===== config.mk =====
export PLATFORM = sky130hd
export DESIGN_NAME = adaptive_noise_voice_detector
export DESIGN_NICKNAME = d
export VERILOG_FILES = /design/src/hdl/anvd_pkg.sv /design/src/hdl/anvd_sqrt.sv /design/src/hdl/anvd_mac.sv /design/src/hdl/adaptive_noise_voice_detector.sv
export SDC_FILE = /design/constraint.sdc
export NUM_CORES = 2
export LEC_CHECK = 0
export BUFFER_PORTS_ARGS = -buffer_cell sky130_fd_sc_hd__buf_2
export CAP_MARGIN = 10
export CORE_AREA = 2 2 281 560
export DETAILED_ROUTE_END_ITERATION = 8
export DIE_AREA = 0 0 283 562
export GPL_ROUTABILITY_DRIVEN = 0
export PLACE_DENSITY = 0.48
export SLEW_MARGIN = 20
export SYNTH_ARGS = -nofsm -noshare
export SYNTH_HDL_FRONTEND = slang
export SYNTH_SLANG_ARGS = --single-unit

===== constraint.sdc =====
create_clock -name aclk -period 14.8 [get_ports aclk]
set_input_delay 2.96 -clock aclk [delete_from_list [all_inputs] [get_ports aclk]]
set_output_delay 2.96 -clock aclk [all_outputs]
set_load 0.03 [all_outputs]

===== src/hdl/anvd_pkg.sv =====
package anvd_pkg;

    // frame length default
    localparam int FRAME_LEN_DEF = 512;

    // field and state widths
    localparam int SAMPLE_W = 16;
    localparam int PEAK_W   = 15;
    localparam int GAIN_W   = 16;
    localparam int FACT_W   = 12;
    localparam int CNT6_W   = 6;
    localparam int THR_O_W  = 16;
    localparam int MEAN_W   = 24;
    localparam int VAR_W    = 40;

    // square root unit
    localparam int RAD_W      = VAR_W + 8;
    localparam int ROOT_W     = RAD_W / 2;
    localparam int SQRT_STEPS = ROOT_W;
    localparam int SQ_CNT_W   = $clog2(SQRT_STEPS);

    // multiply-accumulate unit
    localparam int OPND_W   = 24;
    localparam int PROD_W   = 2 * OPND_W;
    localparam int ACC_W    = 58;
    localparam int HI_SHIFT = 24;
    localparam int RND_W    = 16;
    localparam int Q16_LSB  = 16;
    localparam int Q8_LSB   = 8;
    localparam int THR_W    = 21;

    localparam logic [RND_W-1:0]  RND_Q16  = 16'h8000;
    localparam logic [RND_W-1:0]  RND_Q8   = 16'h0080;
    localparam logic [OPND_W-1:0] Q8_ONE   = 24'd256;
    localparam logic [GAIN_W:0]   GAIN_ONE = 17'h10000;

    // register reset values
    localparam logic [GAIN_W-1:0] NOISE_GAIN_RST  = 16'd1311;
    localparam logic [FACT_W-1:0] THR_FACTOR_RST  = 12'd512;
    localparam logic [PEAK_W-1:0] MUTE_LEVEL_RST  = 15'd10;
    localparam logic [CNT6_W-1:0] SKIP_AFTER_RST  = 6'd50;
    localparam logic [CNT6_W-1:0] FLUSH_AT_RST    = 6'd25;
    localparam logic [MEAN_W-1:0] NOISE_MEAN_RST  = 24'd102400;
    localparam logic [VAR_W-1:0]  NOISE_VAR_RST   = 40'd640000;

    typedef enum logic [2:0] {
        ST_IDLE,
        ST_SQRT,
        ST_MUL,
        ST_ADD,
        ST_CALC,
        ST_DONE
    } state_t;

    typedef enum logic [3:0] {
        OP_MEAN_SH,
        OP_K_S,
        OP_M_NG,
        OP_V8_G,
        OP_D_D,
        OP_VLO_NG,
        OP_VHI_NG,
        OP_D2LO_G,
        OP_D2HI_G
    } mac_op_t;

    typedef enum logic [2:0] {
        REG_NOISE_GAIN,
        REG_THR_FACTOR,
        REG_MUTE_LEVEL,
        REG_SKIP_AFTER,
        REG_FLUSH_AT
    } cfg_reg_t;

    typedef struct packed {
        logic             mul_en;
        logic             add_en;
        logic             first;
        logic             hi;
        logic [RND_W-1:0] rnd;
    } mac_ctrl_t;

endpackage


===== src/hdl/anvd_sqrt.sv =====
module anvd_sqrt (
    input  logic                           aclk,
    input  logic                           aresetn,
    input  logic                           start,
    input  logic [anvd_pkg::RAD_W-1:0]     radicand,
    output logic [anvd_pkg::ROOT_W-1:0]    root,
    output logic                           done
);

    localparam int RW = anvd_pkg::ROOT_W;

    logic [anvd_pkg::RAD_W-1:0]    rad_reg, rad_next;
    logic [RW:0]                   rem_reg, rem_next;
    logic [RW-1:0]                 root_reg, root_next;
    logic [anvd_pkg::SQ_CNT_W-1:0] cnt_reg, cnt_next;
    logic                          busy_reg, busy_next;
    logic                          done_reg, done_next;

    logic [RW+2:0] rem_sh;
    logic [RW+2:0] trial;
    logic [RW+2:0] diff;
    logic          fits;
    logic          last_step;

    // one result bit per cycle: bring down two radicand bits, try 4r+1
    assign rem_sh    = {rem_reg, rad_reg[anvd_pkg::RAD_W-1 -: 2]};
    assign trial     = {1'b0, root_reg, 2'b01};
    assign fits      = rem_sh >= trial;
    assign diff      = rem_sh - trial;
    assign last_step = cnt_reg == anvd_pkg::SQ_CNT_W'(anvd_pkg::SQRT_STEPS - 1);

    always_comb begin
        rad_next  = rad_reg;
        rem_next  = rem_reg;
        root_next = root_reg;
        cnt_next  = cnt_reg;
        busy_next = busy_reg;
        done_next = 1'b0;
        if (start) begin
            rad_next  = radicand;
            rem_next  = '0;
            root_next = '0;
            cnt_next  = '0;
            busy_next = 1'b1;
        end else if (busy_reg) begin
            rad_next  = rad_reg << 2;
            rem_next  = fits ? diff[RW:0] : rem_sh[RW:0];
            root_next = {root_reg[RW-2:0], fits};
            cnt_next  = cnt_reg + 1'b1;
            if (last_step) begin
                busy_next = 1'b0;
                done_next = 1'b1;
            end
        end
    end

    always_ff @(posedge aclk) begin
        if (!aresetn) begin
            busy_reg <= 1'b0;
            done_reg <= 1'b0;
            cnt_reg  <= '0;
        end else begin
            busy_reg <= busy_next;
            done_reg <= done_next;
            cnt_reg  <= cnt_next;
        end
    end

    always_ff @(posedge aclk) begin
        rad_reg  <= rad_next;
        rem_reg  <= rem_next;
        root_reg <= root_next;
    end

    assign root = root_reg;
    assign done = done_reg;

endmodule


===== src/hdl/anvd_mac.sv =====
module anvd_mac (
    input  logic                          aclk,
    input  anvd_pkg::mac_ctrl_t           ctrl,
    input  logic [anvd_pkg::OPND_W-1:0]   opnd_a,
    input  logic [anvd_pkg::OPND_W-1:0]   opnd_b,
    output logic [anvd_pkg::ACC_W-1:0]    acc_sum
);

    logic [anvd_pkg::PROD_W-1:0] prod_reg, prod_next;
    logic [anvd_pkg::ACC_W-1:0]  acc_reg, acc_next;
    logic [anvd_pkg::ACC_W-1:0]  prod_ext;

    assign prod_next = opnd_a * opnd_b;

    // upper partial products land 24 bits up
    assign prod_ext = ctrl.hi ? (anvd_pkg::ACC_W'(prod_reg) << anvd_pkg::HI_SHIFT)
                              : anvd_pkg::ACC_W'(prod_reg);
    assign acc_sum  = acc_reg + prod_ext;

    always_comb begin
        acc_next = acc_reg;
        if (ctrl.mul_en && ctrl.first) begin
            acc_next = anvd_pkg::ACC_W'(ctrl.rnd);
        end else if (ctrl.add_en) begin
            acc_next = acc_sum;
        end
    end

    always_ff @(posedge aclk) begin
        if (ctrl.mul_en) begin
            prod_reg <= prod_next;
        end
        acc_reg <= acc_next;
    end

endmodule


===== src/hdl/adaptive_noise_voice_detector.sv =====
// Adaptive-noise voice detector. Audio words (signed 16-bit samples) come in
// on the s_ stream, s_tlast marking the last sample of a frame; a frame also
// closes by itself on its FRAME_LEN-th sample. For each frame one result word
// goes out on the m_ stream: voice / muted / skip / flush flags, the frame's
// positive peak and the rounded noise threshold used (0 for a muted frame).
// Noise is tracked as a running mean (Q16.8) and variance (Q32.8) of the
// peak, clipped to the threshold, through a first-order IIR with gain
// noise_gain; threshold = mean + threshold_factor * sqrt(variance).
// Rate: samples that do not close a frame are taken one per clock while the
// block is idle. A closing sample of an unmuted frame keeps s_tready low
// through the bit-serial square root (one root bit per cycle), then nine
// 24x24 products through one shared multiplier (multiply, then accumulate),
// a clip and difference step after the second product, and a step to post
// the result. A muted frame goes straight to posting. Posting waits while
// the previous result word is held on m_; s_tready stays low meanwhile.
// Config registers (APB, byte address 4*i): noise_gain, threshold_factor,
// mute_level, skip_after, flush_at; write them only while the block is idle.
module adaptive_noise_voice_detector #(
    parameter int FRAME_LEN = anvd_pkg::FRAME_LEN_DEF
) (
    input  logic        aclk,
    input  logic        aresetn,
    // input stream
    input  logic        s_tvalid,
    output logic        s_tready,
    input  logic [15:0] s_tdata,   // [15:0] sample
    input  logic        s_tlast,   // frame_end
    // result stream
    output logic        m_tvalid,
    input  logic        m_tready,
    // [0] voice_found, [1] frame_muted, [2] skip_frame, [3] force_flush,
    // [18:4] frame_peak, [34:19] noise_threshold, [39:35] zero
    output logic [39:0] m_tdata,
    // config port
    input  logic        psel,
    input  logic        penable,
    input  logic        pwrite,
    input  logic [4:0]  paddr,
    input  logic [31:0] pwdata,
    output logic [31:0] prdata,
    output logic        pready
);

    localparam int CNT_W  = (FRAME_LEN > 1) ? $clog2(FRAME_LEN) : 1;
    localparam int PW     = anvd_pkg::PEAK_W;
    localparam int GW     = anvd_pkg::GAIN_W;
    localparam int MW     = anvd_pkg::MEAN_W;
    localparam int VW     = anvd_pkg::VAR_W;
    localparam int TW     = anvd_pkg::THR_W;
    localparam int OW     = anvd_pkg::OPND_W;
    localparam int AW     = anvd_pkg::ACC_W;
    localparam int CW6    = anvd_pkg::CNT6_W;
    localparam int TOW    = anvd_pkg::THR_O_W;
    localparam int V8_W   = PW + 8;
    localparam int Q16    = anvd_pkg::Q16_LSB;
    localparam int Q8     = anvd_pkg::Q8_LSB;

    typedef struct packed {
        logic [4:0]     pad;
        logic [TOW-1:0] thr;
        logic [PW-1:0]  peak;
        logic           flush;
        logic           skip;
        logic           muted;
        logic           voice;
    } out_word_t;

    // control
    anvd_pkg::state_t  state_reg, state_next;
    anvd_pkg::mac_op_t op_reg, op_next;
    logic [CNT_W-1:0]  cnt_reg, cnt_next;
    logic              m_valid_reg, m_valid_next;

    // model state
    logic [PW-1:0]     peak_reg, peak_next;
    logic [MW-1:0]     mean_reg, mean_next;
    logic [VW-1:0]     var_reg, var_next;
    logic [CW6-1:0]    silent_reg, silent_next;

    // config
    logic [GW-1:0]              gain_reg, gain_next;
    logic [anvd_pkg::FACT_W-1:0] factor_reg, factor_next;
    logic [PW-1:0]              mute_reg, mute_next;
    logic [CW6-1:0]             skip_reg, skip_next;
    logic [CW6-1:0]             flush_reg, flush_next;

    // per-frame working values
    logic [PW-1:0]     fpeak_reg, fpeak_next;
    logic              muted_reg, muted_next;
    logic              voice_reg, voice_next;
    logic [TW-1:0]     thr_reg, thr_next;
    logic [V8_W-1:0]   v8_reg, v8_next;
    logic [MW-1:0]     d_reg, d_next;
    logic [VW-1:0]     d2_reg, d2_next;
    out_word_t         m_word_reg, m_word_next;

    // combinational
    logic              s_accept;
    logic              frame_close;
    logic [PW-1:0]     pk_new;
    logic              muted_new;
    logic              out_free;
    logic [GW:0]       ngain;
    logic              cfg_wr;
    logic              sqrt_start;
    logic              sqrt_done;
    logic [anvd_pkg::ROOT_W-1:0] sqrt_root;
    anvd_pkg::mac_ctrl_t mac_ctrl;
    logic [OW-1:0]     opnd_a, opnd_b;
    logic [AW-1:0]     acc_sum;
    logic              clip;
    logic [PW-1:0]     vol;
    logic [MW-1:0]     v8_ext;
    logic [MW-1:0]     mean_sat;
    logic [VW-1:0]     var_sat;
    logic [CW6-1:0]    silent_upd;
    logic              voice_eff;
    logic              skip_now;

    assign s_tready  = state_reg == anvd_pkg::ST_IDLE;
    assign s_accept  = s_tvalid && s_tready;
    assign pk_new    = (!s_tdata[15] && (s_tdata[PW-1:0] > peak_reg)) ? s_tdata[PW-1:0]
                                                                       : peak_reg;
    assign frame_close = s_tlast || (cnt_reg == CNT_W'(FRAME_LEN - 1));
    assign muted_new = pk_new < mute_reg;
    assign out_free  = !m_valid_reg || m_tready;
    assign ngain     = anvd_pkg::GAIN_ONE - {1'b0, gain_reg};

    // ---------------------------------------------------------------
    // config port
    // ---------------------------------------------------------------
    assign pready = 1'b1;
    assign cfg_wr = psel && penable && pwrite;

    always_comb begin
        gain_next   = gain_reg;
        factor_next = factor_reg;
        mute_next   = mute_reg;
        skip_next   = skip_reg;
        flush_next  = flush_reg;
        if (cfg_wr) begin
            unique case (anvd_pkg::cfg_reg_t'(paddr[4:2]))
                anvd_pkg::REG_NOISE_GAIN: gain_next   = pwdata[GW-1:0];
                anvd_pkg::REG_THR_FACTOR: factor_next = pwdata[anvd_pkg::FACT_W-1:0];
                anvd_pkg::REG_MUTE_LEVEL: mute_next   = pwdata[PW-1:0];
                anvd_pkg::REG_SKIP_AFTER: skip_next   = pwdata[CW6-1:0];
                anvd_pkg::REG_FLUSH_AT:   flush_next  = pwdata[CW6-1:0];
                default: ;
            endcase
        end
    end

    always_comb begin
        unique case (anvd_pkg::cfg_reg_t'(paddr[4:2]))
            anvd_pkg::REG_NOISE_GAIN: prdata = 32'(gain_reg);
            anvd_pkg::REG_THR_FACTOR: prdata = 32'(factor_reg);
            anvd_pkg::REG_MUTE_LEVEL: prdata = 32'(mute_reg);
            anvd_pkg::REG_SKIP_AFTER: prdata = 32'(skip_reg);
            anvd_pkg::REG_FLUSH_AT:   prdata = 32'(flush_reg);
            default:                  prdata = '0;
        endcase
    end

    // ---------------------------------------------------------------
    // sequencer: next state
    // ---------------------------------------------------------------
    always_comb begin
        state_next = state_reg;
        op_next    = op_reg;
        unique case (state_reg)
            anvd_pkg::ST_IDLE: begin
                op_next = anvd_pkg::OP_MEAN_SH;
                if (s_accept && frame_close) begin
                    state_next = muted_new ? anvd_pkg::ST_DONE : anvd_pkg::ST_SQRT;
                end
            end
            anvd_pkg::ST_SQRT: begin
                if (sqrt_done) begin
                    state_next = anvd_pkg::ST_MUL;
                end
            end
            anvd_pkg::ST_MUL: state_next = anvd_pkg::ST_ADD;
            anvd_pkg::ST_ADD: begin
                state_next = anvd_pkg::ST_MUL;
                unique case (op_reg)
                    anvd_pkg::OP_MEAN_SH: op_next = anvd_pkg::OP_K_S;
                    anvd_pkg::OP_K_S: begin
                        op_next    = anvd_pkg::OP_M_NG;
                        state_next = anvd_pkg::ST_CALC;
                    end
                    anvd_pkg::OP_M_NG:   op_next = anvd_pkg::OP_V8_G;
                    anvd_pkg::OP_V8_G:   op_next = anvd_pkg::OP_D_D;
                    anvd_pkg::OP_D_D:    op_next = anvd_pkg::OP_VLO_NG;
                    anvd_pkg::OP_VLO_NG: op_next = anvd_pkg::OP_VHI_NG;
                    anvd_pkg::OP_VHI_NG: op_next = anvd_pkg::OP_D2LO_G;
                    anvd_pkg::OP_D2LO_G: op_next = anvd_pkg::OP_D2HI_G;
                    anvd_pkg::OP_D2HI_G: state_next = anvd_pkg::ST_DONE;
                    default:             state_next = anvd_pkg::ST_DONE;
                endcase
            end
            anvd_pkg::ST_CALC: state_next = anvd_pkg::ST_MUL;
            anvd_pkg::ST_DONE: begin
                if (out_free) begin
                    state_next = anvd_pkg::ST_IDLE;
                end
            end
            default: state_next = anvd_pkg::ST_IDLE;
        endcase
    end

    // ---------------------------------------------------------------
    // sequencer: unit controls and operand select
    // ---------------------------------------------------------------
    always_comb begin
        sqrt_start      = (state_reg == anvd_pkg::ST_IDLE) && s_accept && frame_close
                          && !muted_new;
        mac_ctrl.mul_en = state_reg == anvd_pkg::ST_MUL;
        mac_ctrl.add_en = state_reg == anvd_pkg::ST_ADD;
        mac_ctrl.first  = (op_reg == anvd_pkg::OP_MEAN_SH) || (op_reg == anvd_pkg::OP_M_NG)
                          || (op_reg == anvd_pkg::OP_D_D) || (op_reg == anvd_pkg::OP_VLO_NG);
        mac_ctrl.hi     = (op_reg == anvd_pkg::OP_VHI_NG) || (op_reg == anvd_pkg::OP_D2HI_G);
        mac_ctrl.rnd    = (op_reg == anvd_pkg::OP_D_D) ? anvd_pkg::RND_Q8 : anvd_pkg::RND_Q16;
        unique case (op_reg)
            anvd_pkg::OP_MEAN_SH: begin
                opnd_a = mean_reg;
                opnd_b = anvd_pkg::Q8_ONE;
            end
            anvd_pkg::OP_K_S: begin
                opnd_a = OW'(sqrt_root);
                opnd_b = OW'(factor_reg);
            end
            anvd_pkg::OP_M_NG: begin
                opnd_a = mean_reg;
                opnd_b = OW'(ngain);
            end
            anvd_pkg::OP_V8_G: begin
                opnd_a = OW'(v8_reg);
                opnd_b = OW'(gain_reg);
            end
            anvd_pkg::OP_D_D: begin
                opnd_a = d_reg;
                opnd_b = d_reg;
            end
            anvd_pkg::OP_VLO_NG: begin
                opnd_a = var_reg[OW-1:0];
                opnd_b = OW'(ngain);
            end
            anvd_pkg::OP_VHI_NG: begin
                opnd_a = OW'(var_reg[VW-1:OW]);
                opnd_b = OW'(ngain);
            end
            anvd_pkg::OP_D2LO_G: begin
                opnd_a = d2_reg[OW-1:0];
                opnd_b = OW'(gain_reg);
            end
            anvd_pkg::OP_D2HI_G: begin
                opnd_a = OW'(d2_reg[VW-1:OW]);
                opnd_b = OW'(gain_reg);
            end
            default: begin
                opnd_a = '0;
                opnd_b = '0;
            end
        endcase
    end

    anvd_sqrt u_sqrt (
        .aclk     (aclk),
        .aresetn  (aresetn),
        .start    (sqrt_start),
        .radicand ({var_reg, 8'h00}),
        .root     (sqrt_root),
        .done     (sqrt_done)
    );

    anvd_mac u_mac (
        .aclk    (aclk),
        .ctrl    (mac_ctrl),
        .opnd_a  (opnd_a),
        .opnd_b  (opnd_b),
        .acc_sum (acc_sum)
    );

    // ---------------------------------------------------------------
    // datapath
    // ---------------------------------------------------------------
    // clip: peak above threshold is voice; filter sees the threshold instead
    assign clip   = {{(TW-PW){1'b0}}, fpeak_reg} > thr_reg;
    assign vol    = clip ? thr_reg[PW-1:0] : fpeak_reg;
    assign v8_ext = MW'({vol, 8'h00});

    // IIR results are Q.16 scaled; saturate to the state widths
    assign mean_sat = (|acc_sum[AW-1:Q16+MW]) ? {MW{1'b1}} : acc_sum[Q16+MW-1:Q16];
    assign var_sat  = (|acc_sum[AW-1:Q16+VW]) ? {VW{1'b1}} : acc_sum[Q16+VW-1:Q16];

    // silent-frame counter and skip / flush decision
    assign voice_eff  = voice_reg && !muted_reg;
    assign silent_upd = voice_eff ? '0
                      : ((silent_reg >= skip_reg) ? skip_reg : silent_reg + 1'b1);
    assign skip_now   = silent_upd >= skip_reg;

    always_comb begin
        cnt_next     = cnt_reg;
        peak_next    = peak_reg;
        fpeak_next   = fpeak_reg;
        muted_next   = muted_reg;
        voice_next   = voice_reg;
        thr_next     = thr_reg;
        v8_next      = v8_reg;
        d_next       = d_reg;
        d2_next      = d2_reg;
        mean_next    = mean_reg;
        var_next     = var_reg;
        silent_next  = silent_reg;
        m_word_next  = m_word_reg;
        m_valid_next = m_tready ? 1'b0 : m_valid_reg;

        if (s_accept) begin
            if (frame_close) begin
                cnt_next   = '0;
                peak_next  = '0;
                fpeak_next = pk_new;
                muted_next = muted_new;
            end else begin
                cnt_next  = cnt_reg + 1'b1;
                peak_next = pk_new;
            end
        end

        if (state_reg == anvd_pkg::ST_ADD) begin
            unique case (op_reg)
                anvd_pkg::OP_K_S:    thr_next  = acc_sum[Q16+TW-1:Q16];
                anvd_pkg::OP_V8_G:   mean_next = mean_sat;
                anvd_pkg::OP_D_D:    d2_next   = acc_sum[Q8+VW-1:Q8];
                anvd_pkg::OP_D2HI_G: var_next  = var_sat;
                default: ;
            endcase
        end

        if (state_reg == anvd_pkg::ST_CALC) begin
            voice_next = clip;
            v8_next    = {vol, 8'h00};
            d_next     = (v8_ext >= mean_reg) ? (v8_ext - mean_reg) : (mean_reg - v8_ext);
        end

        if ((state_reg == anvd_pkg::ST_DONE) && out_free) begin
            silent_next        = silent_upd;
            m_valid_next       = 1'b1;
            m_word_next.pad    = '0;
            m_word_next.voice  = voice_eff;
            m_word_next.muted  = muted_reg;
            m_word_next.skip   = skip_now;
            m_word_next.flush  = !skip_now && (silent_upd == flush_reg);
            m_word_next.peak   = fpeak_reg;
            if (muted_reg) begin
                m_word_next.thr = '0;
            end else if (|thr_reg[TW-1:TOW]) begin
                m_word_next.thr = {TOW{1'b1}};
            end else begin
                m_word_next.thr = thr_reg[TOW-1:0];
            end
        end
    end

    always_ff @(posedge aclk) begin
        if (!aresetn) begin
            state_reg   <= anvd_pkg::ST_IDLE;
            op_reg      <= anvd_pkg::OP_MEAN_SH;
            cnt_reg     <= '0;
            m_valid_reg <= 1'b0;
            peak_reg    <= '0;
            mean_reg    <= anvd_pkg::NOISE_MEAN_RST;
            var_reg     <= anvd_pkg::NOISE_VAR_RST;
            silent_reg  <= '0;
            gain_reg    <= anvd_pkg::NOISE_GAIN_RST;
            factor_reg  <= anvd_pkg::THR_FACTOR_RST;
            mute_reg    <= anvd_pkg::MUTE_LEVEL_RST;
            skip_reg    <= anvd_pkg::SKIP_AFTER_RST;
            flush_reg   <= anvd_pkg::FLUSH_AT_RST;
        end else begin
            state_reg   <= state_next;
            op_reg      <= op_next;
            cnt_reg     <= cnt_next;
            m_valid_reg <= m_valid_next;
            peak_reg    <= peak_next;
            mean_reg    <= mean_next;
            var_reg     <= var_next;
            silent_reg  <= silent_next;
            gain_reg    <= gain_next;
            factor_reg  <= factor_next;
            mute_reg    <= mute_next;
            skip_reg    <= skip_next;
            flush_reg   <= flush_next;
        end
    end

    always_ff @(posedge aclk) begin
        fpeak_reg  <= fpeak_next;
        muted_reg  <= muted_next;
        voice_reg  <= voice_next;
        thr_reg    <= thr_next;
        v8_reg     <= v8_next;
        d_reg      <= d_next;
        d2_reg     <= d2_next;
        m_word_reg <= m_word_next;
    end

    assign m_tvalid = m_valid_reg;
    assign m_tdata  = m_word_reg;

`ifndef SYNTH
    a_post_from_done: assert property (@(posedge aclk) disable iff (!aresetn)
        $rose(m_valid_reg) |-> $past(state_reg == anvd_pkg::ST_DONE))
        else $error("result word posted outside the done state");

    a_skip_flush_excl: assert property (@(posedge aclk) disable iff (!aresetn)
        m_valid_reg |-> !(m_word_reg.skip && m_word_reg.flush))
        else $error("skip and flush raised together");

    a_voice_not_muted: assert property (@(posedge aclk) disable iff (!aresetn)
        m_valid_reg |-> !(m_word_reg.voice && m_word_reg.muted))
        else $error("voice reported on a muted frame");

    a_muted_thr_zero: assert property (@(posedge aclk) disable iff (!aresetn)
        (m_valid_reg && m_word_reg.muted) |-> (m_word_reg.thr == '0))
        else $error("muted frame carries a threshold");

    a_sqrt_then_mac: assert property (@(posedge aclk) disable iff (!aresetn)
        (state_reg == anvd_pkg::ST_SQRT) |=>
            (state_reg == anvd_pkg::ST_SQRT || state_reg == anvd_pkg::ST_MUL))
        else $error("square root phase left to a wrong state");
`endif

endmodule


==> metrics.csv <==
metric,value,unit
endpoint type of the worst setup path,register,
multiplexer share of the synthesized area,2.94,%
CTS HTree Levels,2,
vias,39300,
Post-CTS Setup Bufs,0,
port bufs,95,
Final setup viols,0,
Internal,3.17,mW
Mapped Area,47700,um2
CTS Buf Count,50,
slew margin rel.,18.7,%
CP Data Required Time,15200,ps
syn_area_per_cell,8.89,um2
Slowest cell on crit path,o21ai_0,
Sink Count,511,
GR Util All Layers,23.9,%
Seq pwr share,35.0,%
via density per instance,5.26,
Final Hold Viols,0,
sequential-to-total area share from yosys stat,26.8,%
DRT Wirelength,192,mm
gate count after technology mapping,5371,
unrepaired setup endpoints after global routing,no,
Worst Clk Skew,100,ps
"most used cell, CP",fa_1,
Synth Area in Compound Gates,13.5,%
Post-synth ARST share,0,%
"Top FF cell, synth",edfxtp_1,
outcome,"finished, final reports clean",
Pwr Density,103,nW/um2
synth warn,0,
placed cell count,7372,
Peak Freq,93.2,MHz
Adder-Cell Fraction of Synth Area,29.4,%
Multi-input gate area,31100,um2
FILL cells,16100,
layout cells sized above 1,7.19,%
1st-iter DRT viols,2512,
"Clk Latency, worst-skew pair",700,ps
"setup slack, reg-to-reg",4070,ps
Die X,283,um
max_cap viols,0,
area grow syn2layout,9.96,%
switching power,2.23,mW
CP startpoint kind,register,
Crit path largest cell delay,1110,ps
first-pass GRT wire length,278,mm
Die H,562,um
largest net degree at the start of global routing,80,
Core Region,154000,um2
Yosys top cell by area,fa_1,
WS Path Type,reg -> reg,
Post-synth EDFFs,256,
largest family of logic cells by synthesized area,adder cells,
drt first pass iters,8,
Final Max Tran Viols,0,
"critical path fanouts, max",23,
die area,159000,um2
Synth area leaders,"fa_1, edfxtp_1, dfxtp_1, ha_1, nand2_1",
nets,6261,
Clk pwr share,26.2,%
Buf/Inv on CP,6,
"most common cell after layout, fill and taps aside",nand2_1,
Leakage,23.2,nW
Gate power share,38.8,%
antenna violations before repair,9,
remaining antenna violation count after routing,0,
max reg flops,58,
Storage cell area,12800,um2
Synth Register Bits,511,
CTS root buf,clkbuf_16,
Post-Layout Cell Count,7471,
num rows,204,
Initial Util,30.9,%
Overflow after GRT,0,
WL per Instance,25.7,um
min cycle time layout,10730,ps
TritonCTS clock tree,built,
family with the most delay on the worst path,adder cells,
measured slew at the worst slew-check pin,1210,ps
"Clk pin slew, worst setup/hold paths",80,ps
Final HPWL DP,152,mm
CTS resizes,0,
most frequent cells in the layout,"nand2_1, inv_1, fa_1",
simple-gate share of the synthesized area,15.9,%
cts-stage hold buffer count,0,
sw frac,41.3,%
DRC violation count after routing,0,
Synth top area share,20.3,%
hold_sp,u_sqrt.rem_reg[2]$_SDFFE_PP0P_,
period utilisation layout,72.5,%
HP Class,reg -> reg,
vias in the first global route,41200,
XOR/XNOR share of the synthesized area,2.88,%
Arrival @ worst endpoint,11130,ps
Critical Path Start,op_reg[2]$_SDFFE_PN0P_,
worst flop-to-flop path startpoint,op_reg[2]$_SDFFE_PN0P_,
setup TNS,0,ps
Ports,136,
Max IR drop VDD,106,uV
count of different cell masters after synthesis,100,
clock buffer depth,3,
worst reg2reg max path: cells and delay by family (launching register included):
family	cells	cell delay [ps]
adders and majority gates	8	3980
AOI/OAI and AO/OA	8	2890
and+or+nand+nor	8	2070
buffers and inverters	6	1030
DFF	1	320
xor gates and xnor gates	1	160
per-layer routing:
metal / wire, um / up-vias / GRT usage, %
met5: 31 / - / 0
met4: 23000 / 6 / 24.0
met3: 7710 / 602 / 3.11
met2: 102000 / 1299 / 44.9
met1: 59400 / 19600 / 21.6
li1: - / 17700 / -
cells by family (layout without fill, tap and decap cells):
family | after synthesis | after routing
multiplexers | 136 | 136
AO/OA/AOI/OAI | 969 | 969
adder cells (fa/ha/maj) | 832 | 832
AND/OR/NAND/NOR | 1709 | 1709
flip-flops | 511 | 511
buffers and inverters | 1056 | 1074
XOR/XNOR | 156 | 156
other | 2 | 24
stage by stage:
step	power (mW)	area (um2)	utilization [%]	worst slack (ps)	hold WS [ps]
after floorplan	3.23	47800	-	5850	424
after global placement	3.96	50700	32.8	4150	445
after detailed placement	3.97	50700	32.8	4130	453
after CTS	5.39	52400	34.0	4050	431
after global routing	5.65	52500	34.0	3710	468
final	5.39	52500	34.0	4070	436
power by group through the flow:
stage	sequential, mW	clock (mW)	combinational [mW]
6_report	1.89	1.41	2.09
5_1_grt	1.90	1.48	2.27
2_1_floorplan	1.83	0	1.40
4_1_cts	1.89	1.44	2.07
3_5_place_dp	1.91	0	2.06
3_3_place_gp	1.92	0	2.04
Yosys cell counts, drive strengths merged (62+ instances only):
cell    number
mux2i      104
a31oi       70
nand3       91
inv        774
xor2        62
ha         348
a22oi       64
nor2       382
a21oi      231
edfxtp     256
dfxtp      255
xnor2       94
fa         484
o21ai      218
a21o        74
and2        95
clkbuf     234
nand2      831
path summary, 6_finish.rpt:
check | end | cells past startpoint
max | u_mac.prod_reg[44]$_DFFE_PP_ | 31
min | u_sqrt.rem_reg[4]$_SDFFE_PP0P_ | 2
max reg2reg | u_mac.prod_reg[44]$_DFFE_PP_ | 31
min reg2reg | u_sqrt.rem_reg[4]$_SDFFE_PP0P_ | 2
final cells by class:
class                   count  area share [%]
repair buffers            205            2.51
multi-input cells        3824            59.3
clock inverters            26           0.601
flip-flops and latches    511            24.4
diodes                      2         0.00954
clock buffers              67            2.74
inverters                 776            5.55
well taps                2060            4.91
Power figures use the tool's default switching activity.
